`src/sv/cmg_div.sv`:
```
// Pipelined restoring divider, a few quotient bits per stage.
`timescale 1ns / 1ps

module cmg_div #(
    parameter int N    = 24,
    parameter int D    = 8,
    parameter int Q    = 17,
    parameter int STEP = 2
) (
    input  logic         i_clk,
    input  logic         i_en,
    input  logic [N-1:0] i_num,
    input  logic [D-1:0] i_den,
    output logic [Q-1:0] o_quo
);

    localparam int S  = (Q + STEP - 1) / STEP;
    localparam int QP = S * STEP;

    // Caller guarantees i_num < i_den * 2^Q, so the top part is already below i_den
    logic [D-1:0]  r_rem [S];
    logic [QP-1:0] r_low [S];
    logic [QP-1:0] r_quo [S];
    logic [D-1:0]  r_den [S];

    for (genvar s = 0; s < S; s++) begin : g_stage
        logic [D-1:0]  w_rem_in;
        logic [QP-1:0] w_low_in;
        logic [QP-1:0] w_quo_in;
        logic [D-1:0]  w_den_in;
        logic [D-1:0]  n_rem;
        logic [QP-1:0] n_low;
        logic [QP-1:0] n_quo;

        if (s == 0) begin : g_first
            assign w_rem_in = D'(i_num >> QP);
            assign w_low_in = i_num[QP-1:0];
            assign w_quo_in = '0;
            assign w_den_in = i_den;
        end else begin : g_next
            assign w_rem_in = r_rem[s-1];
            assign w_low_in = r_low[s-1];
            assign w_quo_in = r_quo[s-1];
            assign w_den_in = r_den[s-1];
        end

        // Shift in one dividend bit, subtract when it fits
        always_comb begin
            logic [D:0] v_trial;
            n_rem = w_rem_in;
            n_low = w_low_in;
            n_quo = w_quo_in;
            for (int k = 0; k < STEP; k++) begin
                v_trial = {n_rem, n_low[QP-1]};
                n_low   = n_low << 1;
                if (v_trial >= {1'b0, w_den_in}) begin
                    n_rem = D'(v_trial - {1'b0, w_den_in});
                    n_quo = {n_quo[QP-2:0], 1'b1};
                end else begin
                    n_rem = v_trial[D-1:0];
                    n_quo = {n_quo[QP-2:0], 1'b0};
                end
            end
        end

        always_ff @(posedge i_clk) begin
            if (i_en) begin
                r_rem[s] <= n_rem;
                r_low[s] <= n_low;
                r_quo[s] <= n_quo;
                r_den[s] <= w_den_in;
            end
        end
    end

    assign o_quo = r_quo[S-1][Q-1:0];

endmodule

```
`config.mk`:
```
export PLATFORM = sky130hd
export DESIGN_NAME = cmg_div
export DESIGN_NICKNAME = d
export VERILOG_FILES = /design/src/sv/cmg_div.sv
export SDC_FILE = /design/constraint.sdc
export NUM_CORES = 1
export LEC_CHECK = 0
export ABC_AREA = 1
export BUFFER_PORTS_ARGS = -buffer_cell sky130_fd_sc_hd__clkbuf_2
export CELL_PAD_IN_SITES_DETAIL_PLACEMENT = 1
export CELL_PAD_IN_SITES_GLOBAL_PLACEMENT = 1
export CORE_ASPECT_RATIO = 1.25
export CORE_MARGIN = 3
export CORE_UTILIZATION = 45
export CTS_CLUSTER_DIAMETER = 40
export DETAILED_ROUTE_END_ITERATION = 16
export PLACE_DENSITY_LB_ADDON = 0.25
export SLEW_MARGIN = 0
export SYNTH_ARGS = -nofsm -noshare
export SYNTH_HDL_FRONTEND = slang
export SYNTH_SLANG_ARGS = --single-unit
```
`constraint.sdc`:
```
create_clock -name i_clk -period 4.1 [get_ports i_clk]
set_input_delay 0.615 -clock i_clk [delete_from_list [all_inputs] [get_ports i_clk]]
set_output_delay 0.615 -clock i_clk [all_outputs]
set_load 0.005 [all_outputs]
```
### Word-level counts from Yosys, hierarchy flattened

Memories as Yosys holds them, arrays and structs flattened.
Cells that the tools add are included.

* mux-type cells: 38
* div/mod/pow operators: 0
* multiply operators: 0
* add/sub/neg operators: 18
* reductions and logical operators: 0
* shifts and indexed selects: 0
* eq/ne operators: 0
* bitwise logic cells: 0
* order comparisons: 18

Operator list (number)
* $ge A9 B8 Y1: 17
* $mux W8: 18
* $sub A8 B8 Y8: 17
* $mux W1: 20
* $ge A7 B8 Y1: 1
* $sub A7 B8 Y8: 1

* ROM bits: 0
* memories: 4
* word-level logic and storage cells: 78
* RAM bits: 450
* bits in registers: 0
* bits of input ports: 34
* latch bits: 0
* output and inout bits: 17

Memories
* r_quo: depth 9, width 18, read ports 9, clocked after memory_dff 0, wr ports 9, RTL line 23 `logic [QP-1:0] r_quo [S];`
* r_low: depth 9, width 16, read ports 8, clocked after memory_dff 0, wr ports 9, RTL line 22 `logic [QP-1:0] r_low [S];`
* r_den: depth 9, width 8, read ports 8, clocked after memory_dff 0, wr ports 9, RTL line 24 `logic [D-1:0] r_den [S];`
* r_rem: depth 9, width 8, read ports 8, clocked after memory_dff 0, wr ports 9, RTL line 21 `logic [D-1:0] r_rem [S];`

### Depth between registers and ports, before layout

An unclocked memory read counts as a cell.

* depth in word-level cells: 5
* depth in mapped cells: 24
* mapped depth without buffers: 23

### Worst setup path before layout

No wires, ideal clock.

* path type: input to register
* from: input port i_num[17]
* to: memory r_rem[0][5], data pin
* cell stages on the path: 20
* arrival time: 3.035 ns
* data required time: 3.847 ns
* path buffers: 1
* setup time: 0.253 ns
* slack: 0.813 ns
* cells stage by stage: inv_1 ha_1 inv_1 fa_1 nand3_1 nand2_1 nand2_1 nand3_2 buf_6 nand2_1 o21ai_1 ha_1 a21oi_1 nand2_1 nand4_1 nand2_1 nand2_1 nand4_2 nand2_1 nand2_1

RTL lines
* from (decl): RTL line 12 `input logic [N-1:0] i_num,`
* to (decl): RTL line 21

==> metrics.md <==
| Metric | Value |
|---|---|
| Final count of hold timing violations | `0` |
| Outcome | `finished clean` |
| Number of core rows | `slightly below 80` |
| Peak per-stage delay on the critical path | `approximately 0.4 ns` |
| Synth Flop Type | `edfxtp_1` |
| Antenna violations before repair | `0` |
| Data required time at the worst endpoint | `between 4 and 5 ns` |
| Layout Cells excl Fill | `2421` |
| Via count of the first global-routing pass | `between 10000 and 15000` |
| Overflow left after global routing | `0` |
| Critical path class | `reg2reg` |
| Number of buffers on the longest clock path | `3` |
| Final setup violating endpoints | `0` |
| Commonest cells post-synth | `553 x nand2_1, 281 x edfxtp_1, 250 x inv_1` |
| Leakage power figure | `8.96 nW` |
| Wire length per cell | `between 15 and 20 µm` |
| Insertion delay to the later sink of the worst-skew pair | `between 0.5 and 0.6 ns` |
| Nets@finish | `around 2100` |
| Transition time at the pin with the least slew margin | `0.898 ns` |
| Remaining max-slew budget at the tightest pin | `between 40% and 50%` |
| Util after Layout | `51.5%` |
| Max-slew violations | `0` |
| Sequential share of the synthesized area | `49.3%` |
| Setup Slack @ Placement | `0.266 ns` |
| Dominant cell type by area after synthesis | `edfxtp_1` |
| Global-route wire length before repair | `68.4 mm` |
| Starting density of the core | `between 40% and 50%` |
| Final std cell area, no fill | `around 19000 µm²` |
| Tightest Hold Check Type | `in2reg` |
| Number of clock sinks | `about 280` |
| Hold Buf Count CTS | `0` |
| Cell with the most instances after synthesis | `nand2_1` |
| Arrival time worst endpoint | `4.09 ns` |
| Areal power density over the cells | `920 nW/µm²` |
| Period Utilization, post-route | `just over 90%` |
| Number of vias per cell after detailed routing | `between 5 and 6` |
| Post-Route Setup TNS | `0 ns` |
| Buf/Inv on CP | `1` |
| Fraction of registers with async set or reset after synthesis | `0%` |
| Final worst-path setup slack | `~0.29 ns` |
| Maximum fanout encountered on the critical timing path | `11` |
| Post-CTS setup repair buffer count | `0` |
| Final WL | `41.6 mm` |
| All-Layer GR Usage | `between 20% and 30%` |
| Resize count post-CTS | `0` |
| Clock Root Buffer | `clkbuf_16` |
| Placed cell area | `between 15000 and 20000 µm²` |
| Clock-pin slew reported for the worst setup and hold paths after clock tree synthesis | `~0.060 ns` |
| Cell with the most instances on the worst path | `nand2_1` |
| Proportion of layout cells with a drive suffix above 1 | `about a tenth` |
| Maximum number of pins on one net before global-route repair | `110` |
| TritonCTS clock tree | `done` |
| Die Wd | `180 µm` |
| Net count after synthesis | `~2000` |
| Remaining DRCs | `0` |
| Cell breakdown of the critical path | `inv_1 -> ha_1 -> a21oi_1 -> nand3_2 -> nand2_2 -> nand2_2 -> nand2_1 -> nand2_1 -> ha_1 -> a21oi_1 -> nand2_1 -> nand4_1 -> nand2_1 -> nand2_1 -> nand3_4 -> nand2_1 -> nand2_1` |
| Number of maximum-capacitance constraint violations | `0` |
| Synthesis warning total | `0` |
| Worst hold slack | `roughly 0.24 ns` |
| Cell family contributing the most delay on the critical path | `simple AND/OR/NAND/NOR gates` |
| Filler Cell Count | `4252` |
| Synth top area cells | `edfxtp_1 49%, nand2_1 12%, ha_1 10%` |
| Placeable core area | `between 30000 and 40000 µm²` |
| Placer congestion estimate | `0.879` |
| Synthesized netlist cell count | `about 1800` |
| Minimum period implied by the final worst setup slack | `~3.8 ns` |
| Final ANT Viol Nets | `0` |
| Die boundary height | `~220 µm` |
| Standard cell with the maximum stage delay on the critical path | `edfxtp_1` |
| FF+latch count, synth | `between 200 and 300` |
| Clock buffer count from CTS | `40` |
| Post-detailed-placement half-perimeter wirelength | `32.5 mm` |
| Number of input and output port buffers inserted | `50` |
| Nature of the critical path endpoint | `flop` |
| Upper clock frequency limit | `~260 MHz` |
| RSZ-0062 raised after global routing | `no` |
| First-pass iteration count of the detailed router | `4` |
| Cell area after synthesis | `roughly 17000 µm²` |
| Worst vdd rail ir drop | `about 0.53 mV` |
| First DRT Iteration DRCs | `around 520` |
| Total number of vias | `12600` |
| Fraction of synthesized cell area taken by the top area cell type | `between 40% and 50%` |
| Distinct cell type count after synthesis | `45` |
| Clock skew after layout | `0.0137 ns` |
| Full die area | `40400 µm²` |
| Synth-to-Final Area Change | `12.5%` |
| Power consumption | `between 15 and 20 mW` |
| Maximum level of the CTS H-tree | `2` |
| Antenna diode count | `0` |
| DP Cell Count | `2351` |
| Sort of element at the start of the critical path | `flop` |
| I/O pin cnt | `51` |
| Average instance area after synthesis | `roughly 9.4 µm²` |
| Number of flops mapped to enable cells by yosys | `about 280` |
==> cells by family after synthesis <==
group / share of synthesized area, %
AND/OR/NAND/NOR: 24.2
flip-flops: 49.3
buffers and inverters: 6.39
adder cells (fa/ha/maj): 12.5
AO/OA/AOI/OAI: 3.99
XOR/XNOR: 3.64
==> worst reg2reg max path: stages (launching register included) <==
cell,delay (ns)
edfxtp_1,0.41
inv_1,0.13
ha_1,0.29
a21oi_1,0.30
nand3_2,0.17
nand2_2,0.19
nand2_2,0.20
nand2_1,0.11
nand2_1,0.10
ha_1,0.38
a21oi_1,0.17
nand2_1,0.13
nand4_1,0.12
nand2_1,0.09
nand2_1,0.35
nand3_4,0.21
nand2_1,0.10
nand2_1,0.09
==> routing by layer <==
layer  track usage [%]  part of all wire [%]  up-vias
li1                  -                     -     6316
met5                 0                     0        -
met2              38.7                    52      179
met1              23.3                    40     6003
met3              3.83                   3.2      111
met4              9.44                   4.7        0
==> flip-flops by register name (all words and copies together), names as in the netlist <==
| signal | count |
|---|---|
| r_den | 64 |
| r_low | 72 |
| r_quo | 81 |
| r_rem | 64 |
==> power breakdown <==
group	switching (mW)	internal [mW]	leakage, nW	total [mW]
registers	0.350	4.24	2.74	4.59
logic	6.28	3.52	5.61	9.80
clock network	1.33	1.99	0.614	3.32
total	7.96	9.75	8.96	17.7
==> layout make-up <==
cell class              count  area [µm²]  area share (%)
inverters                 267        1010            5.23
well taps                 486         608            3.16
flip-flops and latches    281        8440            43.8
multi-input cells        1260        7570            39.3
clock inverters            25         241            1.25
repair buffers             57         338            1.76
clock buffers              45        1040            5.41
==> placed cells by master, fill, tap and decap left out, types with 4 or more instances in the layout <==
master and count:
nand3_2 9, a21o_1 4, nand2_1 553, nand2_4 4, clkbuf_16 41, clkinv_2 6, buf_4 5, nand3_1 151
o21ai_1 11, clkbuf_2 49, edfxtp_1 281, nand3_4 6, or2_2 13, o21ai_0 8, fa_1 17, nand4_1 53
o21a_1 5, clkinvlp_4 6, a31oi_1 8, ha_1 143, xnor2_1 26, nand3b_1 10, inv_1 250, inv_2 13
nand2_2 14, nor3_1 9, xor2_1 45, nor2_4 7, clkbuf_1 4, a21oi_1 71, nor2_1 69, inv_6 6
==> worst paths after layout <==
check | start | endpoint | slack (ns) | cells after the start
max | r_den[0][28]$_DFFE_PP_ | r_rem[0][32]$_DFFE_PP_ | 0.29 | 17
min | i_num[2] | r_low[0][2]$_DFFE_PP_ | 0.24 | 1
max reg2reg | r_den[0][28]$_DFFE_PP_ | r_rem[0][32]$_DFFE_PP_ | 0.29 | 17
min reg2reg | r_low[0][60]$_DFFE_PP_ | r_low[0][78]$_DFFE_PP_ | 0.42 | 0
No activity file was read; power rests on OpenSTA's default activity.
