<file path="config.mk">
export PLATFORM = sky130hd
export DESIGN_NAME = cmg_sqrt
export DESIGN_NICKNAME = d
export VERILOG_FILES = /design/src/sv/cmg_sqrt.sv
export SDC_FILE = /design/constraint.sdc
export NUM_CORES = 1
export LEC_CHECK = 0
export ABC_AREA = 0
export ABC_CLOCK_PERIOD_IN_PS = 15400
export BUFFER_PORTS_ARGS = -buffer_cell sky130_fd_sc_hd__buf_2
export CORE_ASPECT_RATIO = 0.7
export CORE_MARGIN = 8
export CORE_UTILIZATION = 55
export DETAILED_ROUTE_END_ITERATION = 8
export PLACE_DENSITY = 0.74
export RECOVER_POWER = 50
export SYNTH_ARGS = -nofsm -noshare
export SYNTH_HDL_FRONTEND = slang
export SYNTH_SLANG_ARGS = --single-unit
</file>
<file path="constraint.sdc">
create_clock -name i_clk -period 15.4 [get_ports i_clk]
set_input_delay 0.77 -clock i_clk [delete_from_list [all_inputs] [get_ports i_clk]]
set_output_delay 0.77 -clock i_clk [all_outputs]
set_load 0.02 [all_outputs]
</file>
<file path="src/sv/cmg_sqrt.sv">
// Pipelined square root of a Q1.W value, returned in Q1.W (floor of sqrt(x * 2^W)).
`timescale 1ns / 1ps

module cmg_sqrt #(
    parameter int W    = 16,
    parameter int STEP = 2
) (
    input  logic       i_clk,
    input  logic       i_en,
    input  logic [W:0] i_x,
    output logic [W:0] o_root
);

    localparam int RB = W + 1;
    localparam int S  = (RB + STEP - 1) / STEP;
    localparam int RP = S * STEP;
    localparam int RW = RP + 2;
    localparam int AW = 2 * RP;

    logic [RW-1:0] r_rem  [S];
    logic [RP-1:0] r_root [S];
    logic [AW-1:0] r_rad  [S];

    for (genvar s = 0; s < S; s++) begin : g_stage
        logic [RW-1:0] w_rem_in;
        logic [RP-1:0] w_root_in;
        logic [AW-1:0] w_rad_in;
        logic [RW-1:0] n_rem;
        logic [RP-1:0] n_root;
        logic [AW-1:0] n_rad;

        if (s == 0) begin : g_first
            assign w_rem_in  = '0;
            assign w_root_in = '0;
            assign w_rad_in  = AW'({i_x, {W{1'b0}}});
        end else begin : g_next
            assign w_rem_in  = r_rem[s-1];
            assign w_root_in = r_root[s-1];
            assign w_rad_in  = r_rad[s-1];
        end

        // One root bit per step: bring down two radicand bits, try root*4+1
        always_comb begin
            logic [RW+1:0] v_acc;
            logic [RW+1:0] v_trial;
            n_rem  = w_rem_in;
            n_root = w_root_in;
            n_rad  = w_rad_in;
            for (int k = 0; k < STEP; k++) begin
                v_acc   = {n_rem, n_rad[AW-1:AW-2]};
                v_trial = (RW+2)'({n_root, 2'b01});
                n_rad   = n_rad << 2;
                if (v_acc >= v_trial) begin
                    n_rem  = RW'(v_acc - v_trial);
                    n_root = {n_root[RP-2:0], 1'b1};
                end else begin
                    n_rem  = RW'(v_acc);
                    n_root = {n_root[RP-2:0], 1'b0};
                end
            end
        end

        always_ff @(posedge i_clk) begin
            if (i_en) begin
                r_rem[s]  <= n_rem;
                r_root[s] <= n_root;
                r_rad[s]  <= n_rad;
            end
        end
    end

    assign o_root = r_root[S-1][RB-1:0];

endmodule

</file>
# [Yosys cells after proc, flatten, opt, wreduce, memory -nomap -nowiden]
# Memory sizes are Yosys's and may differ from the RTL's.
# Cells that the tools add are included.
[op_classes] add_sub_neg=17 n_lt_le_gt_ge=17 mux=36
[op_table] cell="22-bit by 20-bit >= comparator with 1-bit output" count=16
[op_table] cell="20-bit 2-to-1 mux" count=17
[op_table] cell="20-bit subtractor" count=16
[op_table] cell="1-bit 2-to-1 mux" count=19
[op_table] cell="1-bit by 1-bit subtractor with 2-bit output, second input constant" count=1
[op_table] cell="1-bit >= comparator, second input constant" count=1
[totals] ff_bits=0 ramBits=630 input_bits=19 output_inout_bits=17 mem_count=3
[mem_list] memory="r_rad" words=9 width=32 rd=8 rd_clocked_by_memory_dff=0 wr=9 line_no="22" source="logic [AW-1:0] r_rad [S];"
[mem_list] memory="r_rem" words=9 width=20 rd=8 rd_clocked_by_memory_dff=0 wr=9 line_no="20" source="logic [RW-1:0] r_rem [S];"
[mem_list] memory="r_root" words=9 width=18 rd=9 rd_clocked_by_memory_dff=0 wr=9 line_no="21" source="logic [RP-1:0] r_root [S];"

# [Logic depth before layout (Yosys ltp)]
# Gate-level depths: netlist of run 1.
# An unclocked memory read counts as a cell.
[logic_depth] depth_word=5 mapped_depth=27 ltp_nobuf=24

# [Worst setup path after synthesis of run 1]
# OpenSTA, ideal clock, no wires.
[synth_timing] path_kind="reg-to-reg" startpoint="mem r_root[0][90] in the netlist's numbering" endpoint="mem r_rem[0][127] in the netlist's numbering (data pin)" setup_ns=0.260 t_arrival_ns=5.682 required_time_ns=15.140 setup_slack_ns=9.459 stages_incl_launch_ff=27 path_buffers=3 period_less_slack_ns=5.941 cell_sequence="edfxtp_1 > inv_1 > ha_1 > inv_1 > fa_1 > nor2b_1 > o21ai_0 > a21boi_0 > o211a_1 > o21ai_0 > nand2_1 > clkbuf_1 > clkbuf_1 > nand2_1 > o21ai_0 > ha_1 > a21o_1 > a21oi_1 > o21bai_1 > a31oi_1 > o21ai_0 > a21o_1 > a21oi_1 > nand3_1 > nor3_1 > clkbuf_1 > mux2_2"
[synth_lines] item="start: declaration" line_no="21"
[synth_lines] item="end: declaration" line_no="20"

==> flow_summary.json, run 1 <==
{
  "worstPathArrival_ns": 7.71,
  "ys_ff_latch": 259,
  "synth_seq_area_share_pct": 42.04,
  "grt_pass1_wl_um": 66460,
  "cts_max_path_buffers": 3,
  "avgSynthCellArea_um2": 9.877,
  "setup_slack_ns": 7.758,
  "busiest_layer": "met2",
  "num_rows": 56,
  "core_um2": 33280,
  "initialDrtViolationCount": 1202,
  "r2r_cells": 21,
  "synthDistinctLibCells": 80,
  "maxCapViolCount": 2,
  "vdd_drop_max_v": 0.00007756,
  "placed_area_um2": 19090,
  "p_leak_nw": 7.835,
  "dieHeight_um": 169.4,
  "min_from": "i_x[4]",
  "gr-total-overflow": 0,
  "clock_latency_ns": 0.56,
  "async_flop_share_pct": 0,
  "wl_per_cell_um": 17.14,
  "place.gp.congestion": 0.9062,
  "clock_sink_count": 259,
  "dpl_worst_slack_ns": 8.371,
  "htreeDepth": 1,
  "swShare_pct": 34.23,
  "final_area_um2": 19940,
  "hpwl_um": 30840,
  "grt_pass1_vias": 13140,
  "holdPathStages": 1,
  "synthSimpleGateAreaFrac_pct": 16.52,
  "critPathTopFamily": "buffers and inverters",
  "use_met1_pct": 29.57,
  "cts_tree": "done",
  "drv_slew": 184,
  "seq_power_share_pct": 40.0,
  "cpMostUsedCell": "clkbuf_1",
  "hold_end": "r_rad[0][20]$_DFFE_PP_",
  "syn_inst": 1873,
  "grt_use_met3_pct": 2.758,
  "r2r-end": "r_rem[0][125]$_DFFE_PP_",
  "drt-pass1-iter-count": 5,
  "grtUsageTotal_pct": 19.71,
  "finish.utilization_pct": 59.91,
  "drive_gt1_share_pct": 7.288,
  "tightest_slew_ns": 5.858,
  "io_pins": 36,
  "switching_power_mw": 0.8757,
  "synthAdderAreaFrac_pct": 10.89,
  "synth_fp_nets": 2050,
  "path_class": "in2reg",
  "finalCriticalPeriod_ns": 7.642,
  "synth_area_um2": 18500,
  "cp_slowest_cell": "clkbuf_1",
  "grt_use_met2_pct": 30.32,
  "fin_cells": 2357,
  "synth_warnings": 0,
  "hp-class": "in2reg",
  "cts_hold_buf": 0,
  "power_density_nw_per_um2": 128.3,
  "path_clk_slew_ns": 0.06,
  "crit_path_start_kind": "primary input",
  "comb_power_share_pct": 34.5,
  "synthMuxAreaShare_pct": 2.875,
  "num_vias": 14240,
  "synth_flop_cell": "edfxtp_1",
  "dp_cells": 2306,
  "fmax_mhz": 130.9,
  "final.setup.tns_ns": 0,
  "outcome": "finished, violations left",
  "postCtsSetupBuffers": 0,
  "violations": "capacitance limit, slew limit",
  "die_w_um": 235.2,
  "crit_required_ns": 15.47,
  "p_int_mw": 1.683,
  "synthXorXnorAreaFrac_pct": 7.670,
  "r2r-start": "r_rem[0][100]$_SDFFCE_PP0P_",
  "slew_headroom_pct": -290.5,
  "synth-compound-area-share_pct": 16.29,
  "rsz0062_at_grt": "false",
  "worst_setup_path_end_kind": "flip-flop",
  "cts_buffers": 27,
  "synth_edf_count": 259,
  "routed_wl_um": 40410,
  "final_nets": 2077,
  "crit_buf_inv": 2,
  "reg2reg_slack_ns": 8.25,
  "worstPathMaxFanout": 107,
  "setup_viol": 0,
  "syn_to_final_growth_pct": 7.778,
  "vias_per_cell": 6.040,
  "antenna_left": 0,
  "pwr-share-clk_pct": 25.5,
  "grt_max_degree": 108,
  "clk_root_buffer_cell": "clkbuf_16",
  "min_period_over_period_pct": 49.62,
  "antenna_found_initial": 1,
  "post_cts_resized": 0,
  "synth_top_family_by_area": "simple AND/OR/NAND/NOR gates",
  "initial_core_util_pct": 55.58,
  "die-area_um2": 39850,
  "clock_skew_ns": 0.02323,
  "path_cells": "clkbuf_1, clkbuf_1",
  "drc": 0,
  "io_buffers": 35,
  "crit_path_max_incr_delay_ns": 4.00,
  "final_hold_viol_count": 0
}
==> sequential cells by signal, indices dropped and copies added (netlist names) <==
name,flops
r_root,81
r_rem,138
r_rad,40
==> worst max path at each step <==
stage          cells after the start                 endpoint                         from
2_1_floorplan                     26  r_rem[0][127]$_DFFE_PP_      r_root[0][90]$_DFFE_PP_
3_3_place_gp                      21  r_rem[0][123]$_DFFE_PP_  r_rem[0][100]$_SDFFCE_PP0P_
3_5_place_dp                      21  r_rem[0][125]$_DFFE_PP_  r_rem[0][100]$_SDFFCE_PP0P_
4_1_cts                           21  r_rem[0][125]$_DFFE_PP_  r_rem[0][100]$_SDFFCE_PP0P_
5_1_grt                            2   r_rem[0][27]$_DFFE_PP_                         i_en
6_report                           2   r_rem[0][57]$_DFFE_PP_                         i_en
==> Yosys cell counts (33+ instances only) <==
| master | instances | area share (%) |
|---|---|---|
| nor2_1 | 175 | 3.6 |
| a21o_1 | 41 | 1.7 |
| xnor2_1 | 93 | 4.4 |
| nor3_1 | 59 | 1.6 |
| nand3_1 | 38 | 1.0 |
| mux2_2 | 39 | 2.4 |
| edfxtp_1 | 259 | 42 |
| ha_1 | 153 | 10 |
| o21ai_0 | 77 | 2.1 |
| nand2_1 | 114 | 2.3 |
| xor2_1 | 69 | 3.3 |
| inv_1 | 134 | 2.7 |
| a21oi_1 | 153 | 4.1 |
| clkbuf_1 | 33 | 0.67 |
==> layout make-up <==
cell class	count	area, um2
well taps	435	544.3
clock inverters	20	195.2
diodes	1	2.502
inverters	136	510.5
repair buffers	39	178.9
multi-input cells	1437	10040
flip-flops and latches	259	7777
clock buffers	30	686.9
fillers	2718	13340
==> layout by cell type, fill, tap and decap left out, types with 22 or more instances in the layout <==
| master | netlist | routed |
|---|---|---|
| clkbuf_16 | 0 | 27 |
| xnor2_1 | 93 | 93 |
| nor4_1 | 28 | 28 |
| nor2_1 | 175 | 175 |
| inv_1 | 134 | 134 |
| o21ai_0 | 77 | 77 |
| or3_1 | 26 | 26 |
| o21a_1 | 26 | 26 |
| nor3_1 | 59 | 58 |
| edfxtp_1 | 259 | 259 |
| mux2_2 | 39 | 39 |
| a21oi_1 | 153 | 153 |
| a21o_1 | 41 | 41 |
| nor2b_1 | 30 | 30 |
| xor2_1 | 69 | 69 |
| nand2_1 | 114 | 114 |
| ha_1 | 153 | 153 |
| nand3_1 | 38 | 38 |
| clkbuf_1 | 33 | 22 |
==> layer usage <==
metal,up-vias,wire length [um]
li1,7013,-
met1,6726,19740
met2,443,17270
met3,53,2767
met4,2,615
met5,-,13
==> kinds of logic (layout without fill, tap and decap cells) <==
family	Yosys count	in the layout
multiplexers	47	47
XOR/XNOR	162	162
AO/OA/AOI/OAI	464	464
flip-flops	259	259
AND/OR/NAND/NOR	605	605
buffers and inverters	177	225
other	1	2
adder cells (fa/ha/maj)	158	158
==> metrics by stage <==
stage	power (mW)	hold WS, ns
2_1_floorplan	1.690	0.4003
3_3_place_gp	1.877	0.4029
3_5_place_dp	1.902	0.4052
4_1_cts	2.566	0.3663
5_1_grt	2.716	0.3704
6_report	2.558	0.3921
==> power by group through the flow <==
stage / logic, mW / registers, mW / clock network (mW)
after detailed placement: 0.867 / 1.03 / 0
after global routing: 0.984 / 1.04 / 0.696
after floorplan: 0.695 / 0.995 / 0
final: 0.882 / 1.02 / 0.653
after CTS: 0.875 / 1.02 / 0.671
after global placement: 0.844 / 1.03 / 0
Power figures use the tool's default switching activity.
==> inputs of run 2 (changes only) <==
--- a/config.mk
+++ b/config.mk
@@ -6,7 +6,7 @@
 export NUM_CORES = 1
 export LEC_CHECK = 0
 export ABC_AREA = 0
-export ABC_CLOCK_PERIOD_IN_PS = 15400
+export ABC_CLOCK_PERIOD_IN_PS = 7200
 export BUFFER_PORTS_ARGS = -buffer_cell sky130_fd_sc_hd__buf_2
 export CORE_ASPECT_RATIO = 0.7
 export CORE_MARGIN = 8
==> constraint.sdc (replaced) <==
create_clock -name i_clk -period 7.2 [get_ports i_clk]
set_input_delay 0.36 -clock i_clk [delete_from_list [all_inputs] [get_ports i_clk]]
set_output_delay 0.36 -clock i_clk [all_outputs]
set_load 0.02 [all_outputs]
==> flow_summary.json, run 2 (synthesis results as in run 1) <==
{
  "hpwl_um": 31690,
  "final_cell_mix": "259 x edfxtp_1, 175 x nor2_1, 153 x a21oi_1, 153 x ha_1, 134 x inv_1",
  "worst_setup_path_end_kind": "flip-flop",
  "io_buffers": 35,
  "clk_root_buffer_cell": "clkbuf_16",
  "p_leak_nw": 7.945,
  "core_um2": 33280,
  "drv_slew": 262,
  "crit_path_start_kind": "flip-flop",
  "gr-total-overflow": 0,
  "die-area_um2": 39850,
  "cts_tree": "done",
  "vdd_drop_max_v": 0.0002637,
  "postCtsSetupBuffers": 0,
  "largest_registers": "r_rem x138, r_root x81, r_rad x40",
  "routed_wl_um": 41990,
  "tightest_slew_ns": 4.292,
  "cts_max_path_buffers": 3,
  "htreeDepth": 1,
  "crit_required_ns": 7.50,
  "min_period_over_period_pct": 88.92,
  "die_w_um": 235.2,
  "grt_pass1_vias": 13260,
  "r2r_cells": 26,
  "dp_cells": 2313,
  "worstPathArrival_ns": 6.70,
  "post_cts_resized": 0,
  "largest_reg_flops": 138,
  "wl_per_cell_um": 17.64,
  "cts_buffers": 27,
  "grt_max_degree": 177,
  "violations": "capacitance limit, slew limit",
  "power_density_nw_per_um2": 272.5,
  "drive_gt1_share_pct": 7.356,
  "fmax_mhz": 156.2,
  "initialDrtViolationCount": 1292,
  "drc": 0,
  "initial_core_util_pct": 55.58,
  "final.setup.tns_ns": 0,
  "final_hold_viol_count": 0,
  "antenna_found_initial": 0,
  "placed_area_um2": 19150,
  "outcome": "finished, violations left",
  "antenna_left": 0,
  "dpl_worst_slack_ns": 0.9628,
  "finalCriticalPeriod_ns": 6.402,
  "num_vias": 14270,
  "dieHeight_um": 169.4,
  "clock_latency_ns": 0.55,
  "clock_sink_count": 259,
  "path_class": "reg2reg",
  "grt_pass1_wl_um": 67790,
  "final_area_um2": 20130,
  "n_fill_cell": 2745,
  "layout_commonest_cell": "edfxtp_1",
  "setup_viol": 0,
  "drt-pass1-iter-count": 6,
  "cts_hold_buf": 17,
  "fin_cells": 2380,
  "holdPathStages": 0,
  "rsz0062_at_grt": "false",
  "slew_headroom_pct": -186.2,
  "num_rows": 56,
  "grtUsageTotal_pct": 20.35,
  "setup_slack_ns": 0.7979,
  "final_nets": 2101,
  "worstPathMaxFanout": 17,
  "hp-class": "reg2reg",
  "place.gp.congestion": 0.9047,
  "finish.utilization_pct": 60.50,
  "path_clk_slew_ns": 0.06,
  "io_pins": 36,
  "regMostFlops": "r_rem",
  "maxCapViolCount": 2,
  "clock_skew_ns": 0.01214,
  "vias_per_cell": 5.994,
  "syn_to_final_growth_pct": 8.840
}
-- run 2: routing by layer --
layer,vias up,track usage (%),routed length [um]
met5,-,0,0
met4,0,3.799,710
met3,48,3.196,2520
met2,401,31.52,18030
met1,6743,30.12,20730
li1,7073,-,-
-- run 2: worst max-delay path: stages (launching register included) --
cell and delay [ns]:
edfxtp_1 0.38, inv_1 0.10, ha_1 0.17, inv_1 0.05
fa_1 0.39, nor2b_1 0.15, o21a_1 0.15, o21ai_0 0.12
a211o_1 0.40, a31oi_1 0.48, nor3_1 0.09, buf_4 0.18
inv_1 0.27, nand2_1 0.10, o21ai_0 0.12, ha_1 0.29
a21o_1 0.18, a21oi_1 0.26, o21ai_0 0.21, a21oi_1 0.32
a21oi_1 0.19, a21o_1 0.21, a21oi_1 0.25, and4_1 0.29
and3b_1 0.17, buf_4 0.24, mux2_2 0.37
-- run 2: final timing paths --
kind	end	startpoint	slack (ns)
worst max-delay path	r_rem[0][144]$_DFFE_PP_	r_root[0][108]$_DFFE_PP_	0.80
worst min-delay path	r_rad[0][92]$_DFFE_PP_	r_rad[0][56]$_DFFE_PP_	0.42
worst max register to register	r_rem[0][144]$_DFFE_PP_	r_root[0][108]$_DFFE_PP_	0.80
worst min register to register	r_rad[0][92]$_DFFE_PP_	r_rad[0][56]$_DFFE_PP_	0.42
-- run 2: layout make-up --
class | instances | area, um2 | share of cell area [%]
antenna | 1 | 2.502 | 0.01243
timing repair buffer | 63 | 405.4 | 2.013
clock inverter | 13 | 142.6 | 0.7084
clock buffer | 36 | 709.4 | 3.523
inverter | 136 | 510.5 | 2.535
multi-input combinational | 1437 | 10040 | 49.88
sequential | 259 | 7777 | 38.63
tap | 435 | 544.3 | 2.703
-- run 2: metrics by stage --
stage	total power [mW]	hold WS, ns
after CTS	5.492	0.3059
final	5.487	0.4158
after detailed placement	4.090	0.4045
after global placement	4.036	0.4031
after global routing	5.810	0.4195
after floorplan	3.615	0.4003
-- run 2: power by group --
group	leakage [nW]	switching [mW]	internal [mW]
registers	2.41	0.201	1.99
clock network	0.416	0.581	0.798
logic	5.12	1.10	0.818
==> inputs of run 3 (changes only) <==
--- a/config.mk
+++ b/config.mk
@@ -6,7 +6,7 @@
 export NUM_CORES = 1
 export LEC_CHECK = 0
 export ABC_AREA = 0
-export ABC_CLOCK_PERIOD_IN_PS = 7200
+export ABC_CLOCK_PERIOD_IN_PS = 8160
 export BUFFER_PORTS_ARGS = -buffer_cell sky130_fd_sc_hd__buf_2
 export CORE_ASPECT_RATIO = 0.7
 export CORE_MARGIN = 8
==> constraint.sdc (replaced) <==
create_clock -name i_clk -period 8.16 [get_ports i_clk]
set_input_delay 0.408 -clock i_clk [delete_from_list [all_inputs] [get_ports i_clk]]
set_output_delay 0.408 -clock i_clk [all_outputs]
set_load 0.02 [all_outputs]
==> flow_summary.json, run 3 (synthesis results as in run 1) <==
{
  "rsz0062_at_grt": "false",
  "final.setup.tns_ns": 0,
  "cts_buffers": 27,
  "hpwl_um": 31200,
  "path_clk_slew_ns": 0.06,
  "io_buffers": 35,
  "dieHeight_um": 169.4,
  "worstPathMaxFanout": 14,
  "worst_setup_path_end_kind": "flip-flop",
  "vias_per_cell": 6.022,
  "core_um2": 33280,
  "worstPathArrival_ns": 7.41,
  "io_pins": 36,
  "slew_headroom_pct": -309.8,
  "reg2reg_slack_ns": 1.06,
  "initial_core_util_pct": 55.58,
  "fmax_mhz": 140.9,
  "final_nets": 2078,
  "finalCriticalPeriod_ns": 7.100,
  "initialDrtViolationCount": 1420,
  "drc": 0,
  "grt_max_degree": 116,
  "postCtsSetupBuffers": 0,
  "cpMostUsedCell": "o21ai_0",
  "drive_gt1_share_pct": 7.336,
  "antenna_left": 0,
  "drv_slew": 192,
  "post_cts_resized": 0,
  "antenna_found_initial": 0,
  "wl_per_cell_um": 17.42,
  "largest_reg_flops": 138,
  "clock_latency_ns": 0.56,
  "cp_slowest_cell": "nor3_2",
  "power_density_nw_per_um2": 242.0,
  "outcome": "finished, violations left",
  "layout_commonest_cell": "edfxtp_1",
  "htreeDepth": 1,
  "largest_registers": "r_rem x138, r_root x81, r_rad x40",
  "cts_max_path_buffers": 3,
  "hp-class": "in2reg",
  "fin_hold_ws_ns": 0.03125,
  "diodes": 0,
  "regMostFlops": "r_rem",
  "grtUsageTotal_pct": 19.88,
  "syn_to_final_growth_pct": 7.724,
  "clk_root_buffer_cell": "clkbuf_16",
  "num_vias": 14190,
  "die_w_um": 235.2,
  "critPathTopFamily": "compound AO/OA/AOI/OAI gates",
  "path_class": "reg2reg",
  "vdd_drop_max_v": 0.0001769,
  "crit_path_max_incr_delay_ns": 0.93,
  "min_period_over_period_pct": 87.00,
  "place.gp.congestion": 0.9178,
  "finalPower_mw": 4.822,
  "cts_tree": "done",
  "clock_sink_count": 259,
  "final_cell_mix": "259 x edfxtp_1, 175 x nor2_1, 153 x a21oi_1, 153 x ha_1, 134 x inv_1",
  "die-area_um2": 39850,
  "drt-pass1-iter-count": 5,
  "setup_viol": 0,
  "gr-total-overflow": 0,
  "clock_skew_ns": 0.01750,
  "routed_wl_um": 41050,
  "crit_path_start_kind": "flip-flop",
  "crit_required_ns": 8.47,
  "path_cells": "ha_1, inv_1, fa_1, nor2b_1, o21ai_0, a21boi_0, o211a_1, o21ai_0, nand2_1, o21ai_0, ha_1, a21o_1, a21oi_1, o21bai_1, a31oi_1, o21ai_0, a21o_1, a21oi_1, nand3_1, nor3_2, mux2_2",
  "grt_pass1_vias": 13230,
  "tightest_slew_ns": 6.147,
  "final_hold_viol_count": 0,
  "num_rows": 56,
  "maxCapViolCount": 2,
  "cts_hold_buf": 0,
  "violations": "capacitance limit, slew limit",
  "grt_pass1_wl_um": 66700,
  "p_leak_nw": 7.851,
  "crit_buf_inv": 1
}
-- run 3: changes by cell type in the layout (fill, tap and decap cells not counted) --
cell           before  now
inv_6               0    2
clkinv_4            2    0
buf_4              10    4
clkinv_1            6    9
diode_2             1    0
clkbuf_4            1    0
clkbuf_2            0    1
clkbuf_1           27   21
dlygate4sd3_1      17    0
clkinvlp_4          0    2
clkinv_2            4    6
-- run 3: final timing paths --
check                              start  cells past startpoint                 endpoint
max          r_rem[0][100]$_SDFFCE_PP0P_                     21  r_rem[0][128]$_DFFE_PP_
min                              i_x[12]                      1   r_rad[0][28]$_DFFE_PP_
max reg2reg  r_rem[0][100]$_SDFFCE_PP0P_                     21  r_rem[0][128]$_DFFE_PP_
min reg2reg       r_rad[0][17]$_DFFE_PP_                      0   r_rad[0][53]$_DFFE_PP_
-- run 3: routing by layer --
layer	wire length (um)	GRT usage [%]
met2	17580	30.69
met4	768	4.532
met1	20140	29.34
met3	2564	2.872
met5	0	0
-- run 3: report_power, final --
part           leakage, nW  internal [mW]  total [mW]  switching [mW]
clock                0.422          0.701        1.21           0.509
sequential            2.41           1.76        1.93           0.177
combinational         5.02          0.714        1.68           0.964
total                 7.85           3.17        4.82            1.65
-- run 3: final cells by class --
| cell class | count | area, um2 |
|---|---|---|
| timing repair buffer | 40 | 187.7 |
| sequential | 259 | 7777 |
| inverter | 136 | 510.5 |
| multi-input combinational | 1437 | 10040 |
| clock inverter | 20 | 178.9 |
| fill | 2676 | 13350 |
| clock buffer | 30 | 686.9 |
| tap | 435 | 544.3 |
-- run 3: per-stage QoR --
stage / setup slack, ns / instances / util [%] / cell area, um2
2_1_floorplan: 2.219 / 1873 / - / 18500
3_3_place_gp: 1.575 / 2307 / 57.38 / 19100
3_5_place_dp: 1.221 / 2307 / 57.38 / 19100
4_1_cts: 1.154 / 2357 / 59.98 / 19960
5_1_grt: 0.5274 / 2357 / 59.88 / 19930
6_report: 1.060 / 2357 / 59.88 / 19930
